--- config.mk ---
export PLATFORM = sky130hd
export DESIGN_NAME = utf8_to_ascii_substituter
export DESIGN_NICKNAME = d
export VERILOG_FILES = /design/src/rtl/u2a_pkg.sv /design/src/rtl/u2a_dp.sv /design/src/rtl/u2a_ctrl.sv /design/src/rtl/utf8_to_ascii_substituter.sv
export SDC_FILE = /design/constraint.sdc
export NUM_CORES = 1
export LEC_CHECK = 0
export BUFFER_PORTS_ARGS = -buffer_cell sky130_fd_sc_hd__buf_2
export CAP_MARGIN = 15
export CORE_UTILIZATION = 55
export DETAILED_ROUTE_END_ITERATION = 12
export GPL_TIMING_DRIVEN = 0
export PLACE_DENSITY_LB_ADDON = 0.2
export SYNTH_ARGS = -nofsm -noshare
export SYNTH_HDL_FRONTEND = slang
export SYNTH_SLANG_ARGS = --single-unit
--- constraint.sdc ---
create_clock -name clk_i -period 6.6 [get_ports clk_i]
set_input_delay 1.65 -clock clk_i [delete_from_list [all_inputs] [get_ports clk_i]]
set_output_delay 1.65 -clock clk_i [all_outputs]
set_load 0.01 [all_outputs]
--- src/rtl/u2a_pkg.sv ---
// ----------------------------------------------------------------------------
// u2a_pkg
// Shared types, byte constants and the substitution table for the
// UTF-8 to ASCII substituter.
// ----------------------------------------------------------------------------
package u2a_pkg;

  localparam int unsigned HoldDepth = 3;

  // Lead and class masks.
  localparam logic [7:0] Mask3 = 8'he0;
  localparam logic [7:0] Lead2 = 8'hc0;
  localparam logic [7:0] Mask4 = 8'hf0;
  localparam logic [7:0] Mask5 = 8'hf8;
  localparam logic [7:0] Lead4 = 8'hf0;
  localparam logic [7:0] Lead3 = 8'he0;

  // Table bytes.
  localparam logic [7:0] ByteC2 = 8'hc2;
  localparam logic [7:0] ByteA0 = 8'ha0;
  localparam logic [7:0] ByteCb = 8'hcb;
  localparam logic [7:0] Byte96 = 8'h96;
  localparam logic [7:0] Byte97 = 8'h97;
  localparam logic [7:0] ByteE2 = 8'he2;
  localparam logic [7:0] ByteEf = 8'hef;
  localparam logic [7:0] ByteBb = 8'hbb;
  localparam logic [7:0] ByteBf = 8'hbf;

  // Replacement characters.
  localparam logic [7:0] ChSpace = 8'h20;
  localparam logic [7:0] ChPlus  = 8'h2b;
  localparam logic [7:0] ChMinus = 8'h2d;
  localparam logic [7:0] ChApos  = 8'h27;
  localparam logic [7:0] ChQuote = 8'h22;
  localparam logic [7:0] ChNone  = 8'h00;

  typedef enum logic [1:0] {
    ST_IDLE,
    ST_SCAN,
    ST_CLOSE
  } state_e;

  typedef enum logic [1:0] {
    ACT_STOP,
    ACT_EMIT,
    ACT_DROP
  } act_e;

  typedef struct packed {
    logic load;
    logic step;
    logic flush;
  } cmd_t;

  typedef struct packed {
    act_e act;
    logic end_line;
    logic can_emit;
    logic out_free;
  } sts_t;

  // Length of the sequence led by b: 2 or 3 for a two- or three-byte lead, 1 otherwise.
  function automatic logic [1:0] seq_need(input logic [7:0] b);
    logic [1:0] need;
    need = 2'd1;
    if ((b & Mask3) == Lead2) begin
      need = 2'd2;
    end else if ((b & Mask4) == Lead3) begin
      need = 2'd3;
    end
    return need;
  endfunction

  function automatic logic [7:0] subst2(input logic [7:0] a, input logic [7:0] b);
    logic [7:0] s;
    s = ChNone;
    if (a == ByteC2 && b == ByteA0) begin
      s = ChSpace;
    end else if (a == ByteCb && b == Byte96) begin
      s = ChPlus;
    end else if (a == ByteCb && b == Byte97) begin
      s = ChMinus;
    end
    return s;
  endfunction

  function automatic logic [7:0] subst3(input logic [7:0] a, input logic [7:0] b,
                                        input logic [7:0] c);
    logic [7:0] s;
    s = ChNone;
    if (a == ByteEf) begin
      if (b == ByteBb && c == ByteBf) begin
        s = ChSpace;
      end
    end else if (a == ByteE2) begin
      if (b == 8'h80) begin
        if (c >= 8'h80 && c <= 8'h8b) begin
          s = ChSpace;
        end else if (c == 8'h98 || c == 8'h99) begin
          s = ChApos;
        end else if (c == 8'h9c || c == 8'h9d) begin
          s = ChQuote;
        end else if (c == 8'haf) begin
          s = ChSpace;
        end
      end else if (b == 8'h81) begin
        if (c == 8'ha0 || c == 8'ha3) begin
          s = ChSpace;
        end else if (c == 8'ha4) begin
          s = ChPlus;
        end
      end else if (b == 8'h88 && c == 8'h92) begin
        s = ChMinus;
      end
    end
    return s;
  endfunction

endpackage

--- src/rtl/u2a_dp.sv ---
// ----------------------------------------------------------------------------
// u2a_dp
// Datapath: holding buffer, sequence decision, pending result and
// output register.
// ----------------------------------------------------------------------------
module u2a_dp (
  input  logic              clk_i,
  input  logic              rst_ni,
  input  u2a_pkg::cmd_t     cmd_i,
  output u2a_pkg::sts_t     sts_o,
  input  logic [7:0]        in_byte_i,
  input  logic              last_in_i,
  output logic              out_valid_o,
  input  logic              out_ready_i,
  output logic [7:0]        out_byte_o,
  output logic              has_byte_o,
  output logic              last_out_o
);

  logic [7:0] buf_q [u2a_pkg::HoldDepth];
  logic [7:0] buf_d [u2a_pkg::HoldDepth];
  logic [1:0] cnt_q, cnt_d;
  logic       end_q, end_d;
  logic       pend_valid_q, pend_valid_d;
  logic [7:0] pend_byte_q, pend_byte_d;
  logic       out_valid_q, out_valid_d;
  logic [7:0] out_byte_q, out_byte_d;
  logic       has_q, has_d;
  logic       last_q, last_d;

  u2a_pkg::act_e act;
  logic [7:0]    sym;
  logic [1:0]    shift;
  logic [1:0]    need;
  logic [7:0]    s2;
  logic [7:0]    s3;
  logic          out_free;
  logic          can_emit;

  // Decide what the byte at the head of the buffer does.
  always_comb begin
    need  = u2a_pkg::seq_need(buf_q[0]);
    s2    = u2a_pkg::subst2(buf_q[0], buf_q[1]);
    s3    = u2a_pkg::subst3(buf_q[0], buf_q[1], buf_q[2]);
    act   = u2a_pkg::ACT_STOP;
    sym   = buf_q[0];
    shift = 2'd1;
    if (cnt_q == 2'd0) begin
      act = u2a_pkg::ACT_STOP;
    end else if (need != 2'd1) begin
      if (cnt_q < need) begin
        act = end_q ? u2a_pkg::ACT_DROP : u2a_pkg::ACT_STOP;
      end else if (need == 2'd2 && s2 != u2a_pkg::ChNone) begin
        act   = u2a_pkg::ACT_EMIT;
        sym   = s2;
        shift = 2'd2;
      end else if (need == 2'd3 && s3 != u2a_pkg::ChNone) begin
        act   = u2a_pkg::ACT_EMIT;
        sym   = s3;
        shift = 2'd3;
      end else begin
        act = u2a_pkg::ACT_DROP;
      end
    end else if ((buf_q[0] & u2a_pkg::Mask5) == u2a_pkg::Lead4) begin
      act = u2a_pkg::ACT_DROP;
    end else begin
      act = u2a_pkg::ACT_EMIT;
    end
  end

  assign out_free = !out_valid_q || out_ready_i;
  assign can_emit = out_free || (end_q && !pend_valid_q);

  always_comb begin
    sts_o.act      = act;
    sts_o.end_line = end_q;
    sts_o.can_emit = can_emit;
    sts_o.out_free = out_free;
  end

  always_comb begin
    for (int i = 0; i < u2a_pkg::HoldDepth; i++) begin
      buf_d[i] = buf_q[i];
    end
    cnt_d        = cnt_q;
    end_d        = end_q;
    pend_valid_d = pend_valid_q;
    pend_byte_d  = pend_byte_q;
    out_valid_d  = out_valid_q && !out_ready_i;
    out_byte_d   = out_byte_q;
    has_d        = has_q;
    last_d       = last_q;

    if (cmd_i.load) begin
      buf_d[cnt_q] = in_byte_i;
      cnt_d        = cnt_q + 2'd1;
      end_d        = last_in_i;
    end

    if (cmd_i.step) begin
      unique case (shift)
        2'd1: begin
          buf_d[0] = buf_q[1];
          buf_d[1] = buf_q[2];
        end
        2'd2: begin
          buf_d[0] = buf_q[2];
        end
        default: begin
        end
      endcase
      cnt_d = cnt_q - shift;
      if (act == u2a_pkg::ACT_EMIT) begin
        if (!end_q) begin
          // Bytes of an earlier word are never the last of the line.
          out_valid_d = 1'b1;
          out_byte_d  = sym;
          has_d       = 1'b1;
          last_d      = 1'b0;
        end else begin
          // The older pending byte moves out; the new one waits in its place.
          if (pend_valid_q) begin
            out_valid_d = 1'b1;
            out_byte_d  = pend_byte_q;
            has_d       = 1'b1;
            last_d      = 1'b0;
          end
          pend_valid_d = 1'b1;
          pend_byte_d  = sym;
        end
      end
    end

    if (cmd_i.flush) begin
      out_valid_d  = 1'b1;
      out_byte_d   = pend_valid_q ? pend_byte_q : u2a_pkg::ChNone;
      has_d        = pend_valid_q;
      last_d       = 1'b1;
      pend_valid_d = 1'b0;
      end_d        = 1'b0;
    end
  end

  always_ff @(posedge clk_i or negedge rst_ni) begin
    if (!rst_ni) begin
      cnt_q        <= 2'd0;
      end_q        <= 1'b0;
      pend_valid_q <= 1'b0;
      out_valid_q  <= 1'b0;
    end else begin
      cnt_q        <= cnt_d;
      end_q        <= end_d;
      pend_valid_q <= pend_valid_d;
      out_valid_q  <= out_valid_d;
    end
  end

  always_ff @(posedge clk_i) begin
    for (int i = 0; i < u2a_pkg::HoldDepth; i++) begin
      buf_q[i] <= buf_d[i];
    end
    pend_byte_q <= pend_byte_d;
    out_byte_q  <= out_byte_d;
    has_q       <= has_d;
    last_q      <= last_d;
  end

  assign out_valid_o = out_valid_q;
  assign out_byte_o  = out_byte_q;
  assign has_byte_o  = has_q;
  assign last_out_o  = last_q;

  // A new byte always finds a free slot in the buffer.
  a_load_room: assert property (@(posedge clk_i) disable iff (!rst_ni)
    cmd_i.load |-> cnt_q != 2'd3)
    else $error("byte loaded into a full buffer");

  // The line closes only once every held byte is resolved and the output is free.
  a_flush_clean: assert property (@(posedge clk_i) disable iff (!rst_ni)
    cmd_i.flush |-> (cnt_q == 2'd0 && out_free))
    else $error("line closed with bytes held or output busy");

  // An emitting step never overwrites a pending byte that cannot move out.
  a_emit_room: assert property (@(posedge clk_i) disable iff (!rst_ni)
    (cmd_i.step && act == u2a_pkg::ACT_EMIT) |-> can_emit)
    else $error("pending byte lost");

endmodule

--- src/rtl/u2a_ctrl.sv ---
// ----------------------------------------------------------------------------
// u2a_ctrl
// Controller: sequences byte intake, buffer resolution and line close.
// ----------------------------------------------------------------------------
module u2a_ctrl (
  input  logic          clk_i,
  input  logic          rst_ni,
  input  logic          in_valid_i,
  output logic          in_ready_o,
  input  u2a_pkg::sts_t sts_i,
  output u2a_pkg::cmd_t cmd_o
);

  u2a_pkg::state_e state_q, state_d;
  logic            take;

  assign take = in_valid_i && in_ready_o;

  always_comb begin
    state_d = state_q;
    unique case (state_q)
      u2a_pkg::ST_IDLE: begin
        if (take) begin
          state_d = u2a_pkg::ST_SCAN;
        end
      end
      u2a_pkg::ST_SCAN: begin
        if (sts_i.act == u2a_pkg::ACT_STOP) begin
          if (sts_i.end_line) begin
            state_d = u2a_pkg::ST_CLOSE;
          end else if (!take) begin
            state_d = u2a_pkg::ST_IDLE;
          end
        end
      end
      u2a_pkg::ST_CLOSE: begin
        if (sts_i.out_free) begin
          state_d = u2a_pkg::ST_IDLE;
        end
      end
      default: begin
        state_d = u2a_pkg::ST_IDLE;
      end
    endcase
  end

  always_comb begin
    in_ready_o  = 1'b0;
    cmd_o.load  = 1'b0;
    cmd_o.step  = 1'b0;
    cmd_o.flush = 1'b0;
    unique case (state_q)
      u2a_pkg::ST_IDLE: begin
        in_ready_o = 1'b1;
        cmd_o.load = in_valid_i;
      end
      u2a_pkg::ST_SCAN: begin
        unique case (sts_i.act)
          u2a_pkg::ACT_EMIT: cmd_o.step = sts_i.can_emit;
          u2a_pkg::ACT_DROP: cmd_o.step = 1'b1;
          default: begin
            // Buffer settled: take the next word straight away mid-line.
            in_ready_o = !sts_i.end_line;
            cmd_o.load = in_valid_i && !sts_i.end_line;
          end
        endcase
      end
      u2a_pkg::ST_CLOSE: begin
        cmd_o.flush = sts_i.out_free;
      end
      default: begin
      end
    endcase
  end

  always_ff @(posedge clk_i or negedge rst_ni) begin
    if (!rst_ni) begin
      state_q <= u2a_pkg::ST_IDLE;
    end else begin
      state_q <= state_d;
    end
  end

endmodule

--- src/rtl/utf8_to_ascii_substituter.sv ---
// ----------------------------------------------------------------------------
// utf8_to_ascii_substituter
// Converts a line of raw bytes into ASCII, replacing a few common UTF-8
// punctuation sequences with plain characters.
// ----------------------------------------------------------------------------
// Each input word is one byte of a line, with last_in_i set on the final
// byte. One word is taken, then the held buffer is resolved one decision per
// cycle (emit one byte, or drop one lead) while the output can take the
// byte; a stalled output holds an emitting step. No new word is taken until
// the buffer has settled.
// Bytes released by an earlier word of a line go straight to the output
// register with last_out_o low. Bytes released by the final word wait in a
// pending stage until the next result or the line close is known, because
// only then can their last_out_o flag be decided. To close a line, the
// controller first sees that the buffer has settled and then sends the
// last word. When the final word of a line yields no bytes, the line closes
// with a single empty word (has_byte_o low, last_out_o high). The output
// register lets the input side keep working while a finished word waits to
// be taken.
module utf8_to_ascii_substituter (
  input  logic       clk_i,
  input  logic       rst_ni,
  input  logic       in_valid_i,
  output logic       in_ready_o,
  input  logic [7:0] in_byte_i,
  input  logic       last_in_i,
  output logic       out_valid_o,
  input  logic       out_ready_i,
  output logic [7:0] out_byte_o,
  output logic       has_byte_o,
  output logic       last_out_o
);

  u2a_pkg::cmd_t cmd;
  u2a_pkg::sts_t sts;

  // Controller: decides when to take a word, step the buffer or close the line.
  u2a_ctrl u_ctrl (
    .clk_i      (clk_i),
    .rst_ni     (rst_ni),
    .in_valid_i (in_valid_i),
    .in_ready_o (in_ready_o),
    .sts_i      (sts),
    .cmd_o      (cmd)
  );

  // Datapath: holds up to three bytes and judges the one at the head.
  u2a_dp u_dp (
    .clk_i       (clk_i),
    .rst_ni      (rst_ni),
    .cmd_i       (cmd),
    .sts_o       (sts),
    .in_byte_i   (in_byte_i),
    .last_in_i   (last_in_i),
    .out_valid_o (out_valid_o),
    .out_ready_i (out_ready_i),
    .out_byte_o  (out_byte_o),
    .has_byte_o  (has_byte_o),
    .last_out_o  (last_out_o)
  );

endmodule

=== After elaboration in Yosys (flattened, before gate mapping) ===
Memories as Yosys holds them, arrays and structs flattened.
Index checks and enable logic that the tools add are counted.

* Register bits after elaboration: 25
* RAM bits: 24
* Bits of input ports: 13
* Output and inout bits: 12
* Logic and storage cells: 175
* Memories kept: 1

* Add/subtract/negate cells: 2
* Magnitude comparators: 5
* Equality and inequality tests: 39
* Mux-type cells: 80
* Bitwise gates (word level): 1
* Reduce and logical (&&, ||, !) cells: 38

{| class="wikitable"
|+ Memories
! name !! words !! bits a word !! read ports !! clocked after Yosys merged registers in !! write ports !! line !! RTL
|-
| u_dp.buf_q || 3 || 8 || 3 || 0 || 3 || u2a_dp.sv:20 || <nowiki>logic [7:0] buf_q [u2a_pkg::HoldDepth];</nowiki>
|}

{| class="wikitable"
|+ Operators by type and width
! kind !! count
|-
| equality test 8 bit (second input constant) || 21
|-
| 2-to-1 mux 8 bit || 21
|-
| 2-to-1 mux 2 bit || 21
|-
| 2-to-1 mux 6 bit || 7
|-
| bitwise mux 24 bit || 1
|-
| 2-to-1 mux 24 bit || 1
|-
| 2-to-1 mux 1 bit || 22
|-
| demux 8 bit (select 2 bit) || 1
|-
| 2-to-1 mux 16 bit || 1
|-
| one-hot mux 8 bit (2 select lines) || 1
|-
| nonzero test 8 bit || 2
|-
| logical AND 1 bit || 13
|-
| AND reduction 3 bit || 4
|-
| equality test 2 bit (second input constant) || 5
|-
| nonzero test 2 bit || 5
|-
| greater-or-equal comparator 8 bit (second input constant) || 1
|-
| <= comparator 8 bit (second input constant) || 1
|-
| inequality test 2 x 1 -> 1 bit (second input constant) || 4
|-
| equality test 2 x 1 -> 1 bit (second input constant) || 3
|-
| logical NOT 2 bit || 3
|-
| one-hot mux 1 bit (2 select lines) || 3
|-
| one-hot mux 2 bit (3 select lines) || 1
|-
| equality test 5 bit (second input constant) || 1
|-
| logical OR 1 bit || 5
|-
| other kinds (14) || 17
|}

=== Logic depth before layout (Yosys ltp) ===
An unclocked memory read counts as a cell.

* Depth after elaboration: 25
* Mapped depth: 16

=== Modules after synthesis ===
From an unflattened synthesis, not the netlist that was laid out.

* Cell total of the unflattened synthesis: 300
* Area, all modules: 2906.5 um2

{| class="wikitable"
|+ By module, submodules not included
! module !! times used !! cells an instance !! area each (um2)
|-
| u2a_dp || 1 || 280 || 2725.1
|-
| u2a_ctrl || 1 || 20 || 181.4
|}

=== Least setup slack after synthesis ===
Ideal clock, no wire load.

* Path type: reg-to-output
* From: reg (tool-made name)
* To: out in_ready_o
* Data arrival time: 2613 ps
* Setup slack: 2337 ps
* Stages on the path, launching flop included: 12
* Cell sequence: edfxtp_1 > buf_6 > nor4bb_4 > and3b_2 > o311ai_2 > o2111a_1 > buf_6 > mux2_2 > a21oi_1 > ha_1 > o21a_1 > nor2_1

{| class="wikitable"
|+ RTL lines
! item !! line !! RTL
|-
| end, declared || utf8_to_ascii_substituter.sv:24 || <nowiki>output logic in_ready_o,</nowiki>
|}

==> metrics.yaml <==
drive_gt1_share_pct: 15.17
holdBufCountCts: 0
reg2reg_launch_point: "u_dp.buf_q[0][5]"
grt_first_pass_wirelength_mm: 12.30
maxSlewViolCount: 0
worstSetupStartpointType: "flop"
layout_min_cycle_time_ns: 5.079
critical-path-max-stage-delay_ns: 0.46
drc_violation_count_after_routing: 0
basic_gate_share_of_the_synthesized_area_counting_and_or_nand_and_nor_cells_pct: 28.39
p_leak_nw: 1.377
dr.pass1.iters: 4
clock_sink_count: 49
yosysSeqAreaShare_pct: 41.10
clkLatencyLatePin_ns: 0.31
ctsLongestPathBuffers: 2
worstPathMaxFanout: 10
crit_required_ns: 4.95
synth_enable_flop_cells: 25
run_status: "finished, final reports clean"
yosys_warnings: 0
yosysTopAreaCell: "edfxtp_1"
synth_flop_cell: "edfxtp_1"
route.detailed.wl_per_inst_um: 16.85
grt_overflow_total: 0
slew-limit-headroom_pct: 30.80
worst_hold_path.endpoint: "u_dp.last_out_o"
vdd_ir_drop_max_mv: 0.3438
final.setup_skew_ns: 0.01559
timing.critical_path.to_type: "output pin"
cts_buffers: 5
synth-async-reset-ratio_pct: 14.29
post_cts.repair.setup_buffers: 0
tritoncts: "built"
cts-resized-gates: 0
cts.reportedPaths.clkPinSlew_ns: 0.08
final_net_count: 375
syn_nets: 343
number_of_antenna_violations_at_the_first_check_in_global_routing: 0
power_per_cell_area_nw_per_um2: 469.9
worstMarginPinSlew_ns: 1.036
achievable-frequency_mhz: 196.9
netSwitchingPower_w: 0.0007028
hold_viol_final: 0
muxShareOfSynthArea_pct: 6.580
worst_r2r_endpoint: "u_dp.cnt_q[1]"
crit_slowest_cell: "dfxtp_1"
worstHoldStart: "u_dp.last_out_o"
gp_routability_congestion: 0.8992
insertedDiodeCount: 0
placement_rows: 26
port-buffer-count: 24
cell_count_after_synthesis: 323
finalSetupViolations: 0
core-area_um2: 5238
rr_worst_depth: 16
floorplan.io_pins: 25
switching_part_of_the_total_pct: 44.27
synth.cell_area_um2: 3080
ys_ff_latch: 49
dp.cells: 417
wirelength_mm: 7.180
rrSetupSlack_ns: 2.25
timing.critical_path.cells: "clkbuf_1, nand2_1, nand3_1, ha_1, a21oi_1, nand2_1, mux2_2, a21oi_1, ha_1, o21a_1, nor2_1, buf_2"
die_h_um: 76.84
setup_ws_ns: 1.521
area_growth_pct: 9.667
syn_avg_cell_area_um2: 9.537
max_cap_violations: 0
start_util_pct: 58.82
max_h_tree_level: 2
synth-adder-area-share_pct: 2.843
yosysTopAreaCellShare_pct: 24.37
via_count: 2697
fin_crit_sh_pct: 76.95
drt-vias-per-instance: 6.331
floorplan.die_area_um2: 5904
grt_setup_unrepaired: "false"
ctsRootBufferMaster: "clkbuf_8"
largest_family_of_logic_cells_by_synthesized_area: "simple AND/OR/NAND/NOR gates"
route.antenna.remaining_nets: 0
yosys.area_share.xor_xnor_pct: 0
pre_cts_slack_ns: 1.881
fin_util_pct: 64.50
drc_violation_total_after_the_first_tritonroute_iteration: 248
dp_hpwl_mm: 5.341
hold_depth: 1
clock_power_share_pct: 10.8
power_frac_seq_pct: 38.3
power_report.internal_total_w: 0.0008846
share_comb_of_total_power_pct: 50.9
grt_start_max_net_pins: 15
dieWidth_um: 76.84
number_of_global_route_vias_before_repair: 2554
timing.setup.critical_path_class: "reg2out"
layoutNonFillerInstCount: 426
synth-compound-area-share_pct: 17.55
num-fill-cells: 452
fin_tns_setup_ns: 0
synth_cell_type_count: 61
holdCritPathClass: "reg2reg"
worstPathArrival_ns: 3.43
finalHoldWorstSlack_ns: 0.4537
synth.area.top_cells: "edfxtp_1 24%, dfxtp_1 11%, mux2i_1 5.8%"
grtUsageTotal_pct: 25.85
## metal layers
metal | vias up | share of wire [%] | global-route usage, %
li1 | 1291 | - | -
met1 | 1312 | 46 | 36.15
met2 | 84 | 47 | 41.88
met3 | 10 | 5.5 | 3.929
met4 | 0 | 1.2 | 6.154
met5 | - | 0 | 0
## cells in the mapped netlist, drive strengths merged, types with 7 or more instances
cell type	instances
ha	7
clkbuf	8
dfrtp	7
nor2	29
buf	10
a21oi	18
a22o	12
nand2	33
dfxtp	17
nand4	7
nand3	12
o21ai	16
edfxtp	25
mux2i	18
## how the worst max path moves through the flow
| stage | start | end | depth (start not counted) |
|---|---|---|---|
| 2_1_floorplan | flop | in_ready_o | 11 |
| 3_3_place_gp | u_dp.buf_q[0][5] | in_ready_o | 12 |
| 3_5_place_dp | u_dp.buf_q[0][5] | in_ready_o | 12 |
| 4_1_cts | u_dp.buf_q[0][5] | in_ready_o | 12 |
| 5_1_grt | u_dp.buf_q[0][5] | in_ready_o | 12 |
| 6_report | u_dp.buf_q[0][5] | in_ready_o | 12 |
## per-stage QoR
stage	power (W)	cell area (um^2)
final	0.001587	3378
after global routing	0.001714	3378
after CTS	0.001579	3371
after detailed placement	0.001406	3288
after global placement	0.001377	3288
after floorplan	0.001180	3080
## area by class of cell
cell class	instances	area, um^2	share of cell area, %
Multi-Input combinational cell	251	1705	50.48
Timing Repair Buffer	25	127.6	3.778
Clock inverter	1	6.256	0.1852
Buffer	18	90.09	2.667
Tap cell	70	87.58	2.593
Clock buffer	7	76.32	2.259
Inverter	5	18.77	0.5556
Sequential cell	49	1266	37.48
## power by group through the flow
stage	registers, W	clock network, W	logic [W]
global placement	0.000606	0	0.000771
CTS	0.000606	0.000177	0.000796
floorplan	0.000592	0	0.000588
detailed placement	0.000613	0	0.000793
global route	0.000623	0.000187	0.000904
finish	0.000607	0.000172	0.000808
## cell usage in the layout, fill, tap and decap left out, types with 7 or more instances in the layout
cell type | Yosys | routed
mux2i_1 | 18 | 18
nand3_1 | 12 | 12
a21oi_1 | 18 | 18
clkbuf_1 | 8 | 10
ha_1 | 7 | 7
nand2_1 | 33 | 33
dfrtp_1 | 7 | 7
edfxtp_1 | 25 | 25
a22o_1 | 12 | 12
buf_2 | 6 | 30
nor2_1 | 29 | 29
dfxtp_1 | 17 | 17
o21ai_0 | 16 | 16
nand4_1 | 7 | 7
## worst max-delay path: cells and delay by family, from the launching register on
kind | cells | cell delay, ns
AO/OA/AOI/OAI | 3 | 0.69
adder cells (fa/ha/maj) | 2 | 0.56
buffers and inverters | 2 | 0.54
flip-flops | 1 | 0.46
multiplexers | 1 | 0.29
AND/OR/NAND/NOR | 4 | 0.57
## cells by family (layout without fill, tap and decap cells)
family | after synthesis | count (layout)
and+or+nand+nor | 148 | 148
AOI/OAI and AO/OA | 76 | 76
DFF | 49 | 49
buffers and inverters | 23 | 56
muxes | 20 | 20
adders and majority gates | 7 | 7
(Power assumes the default switching activity.)
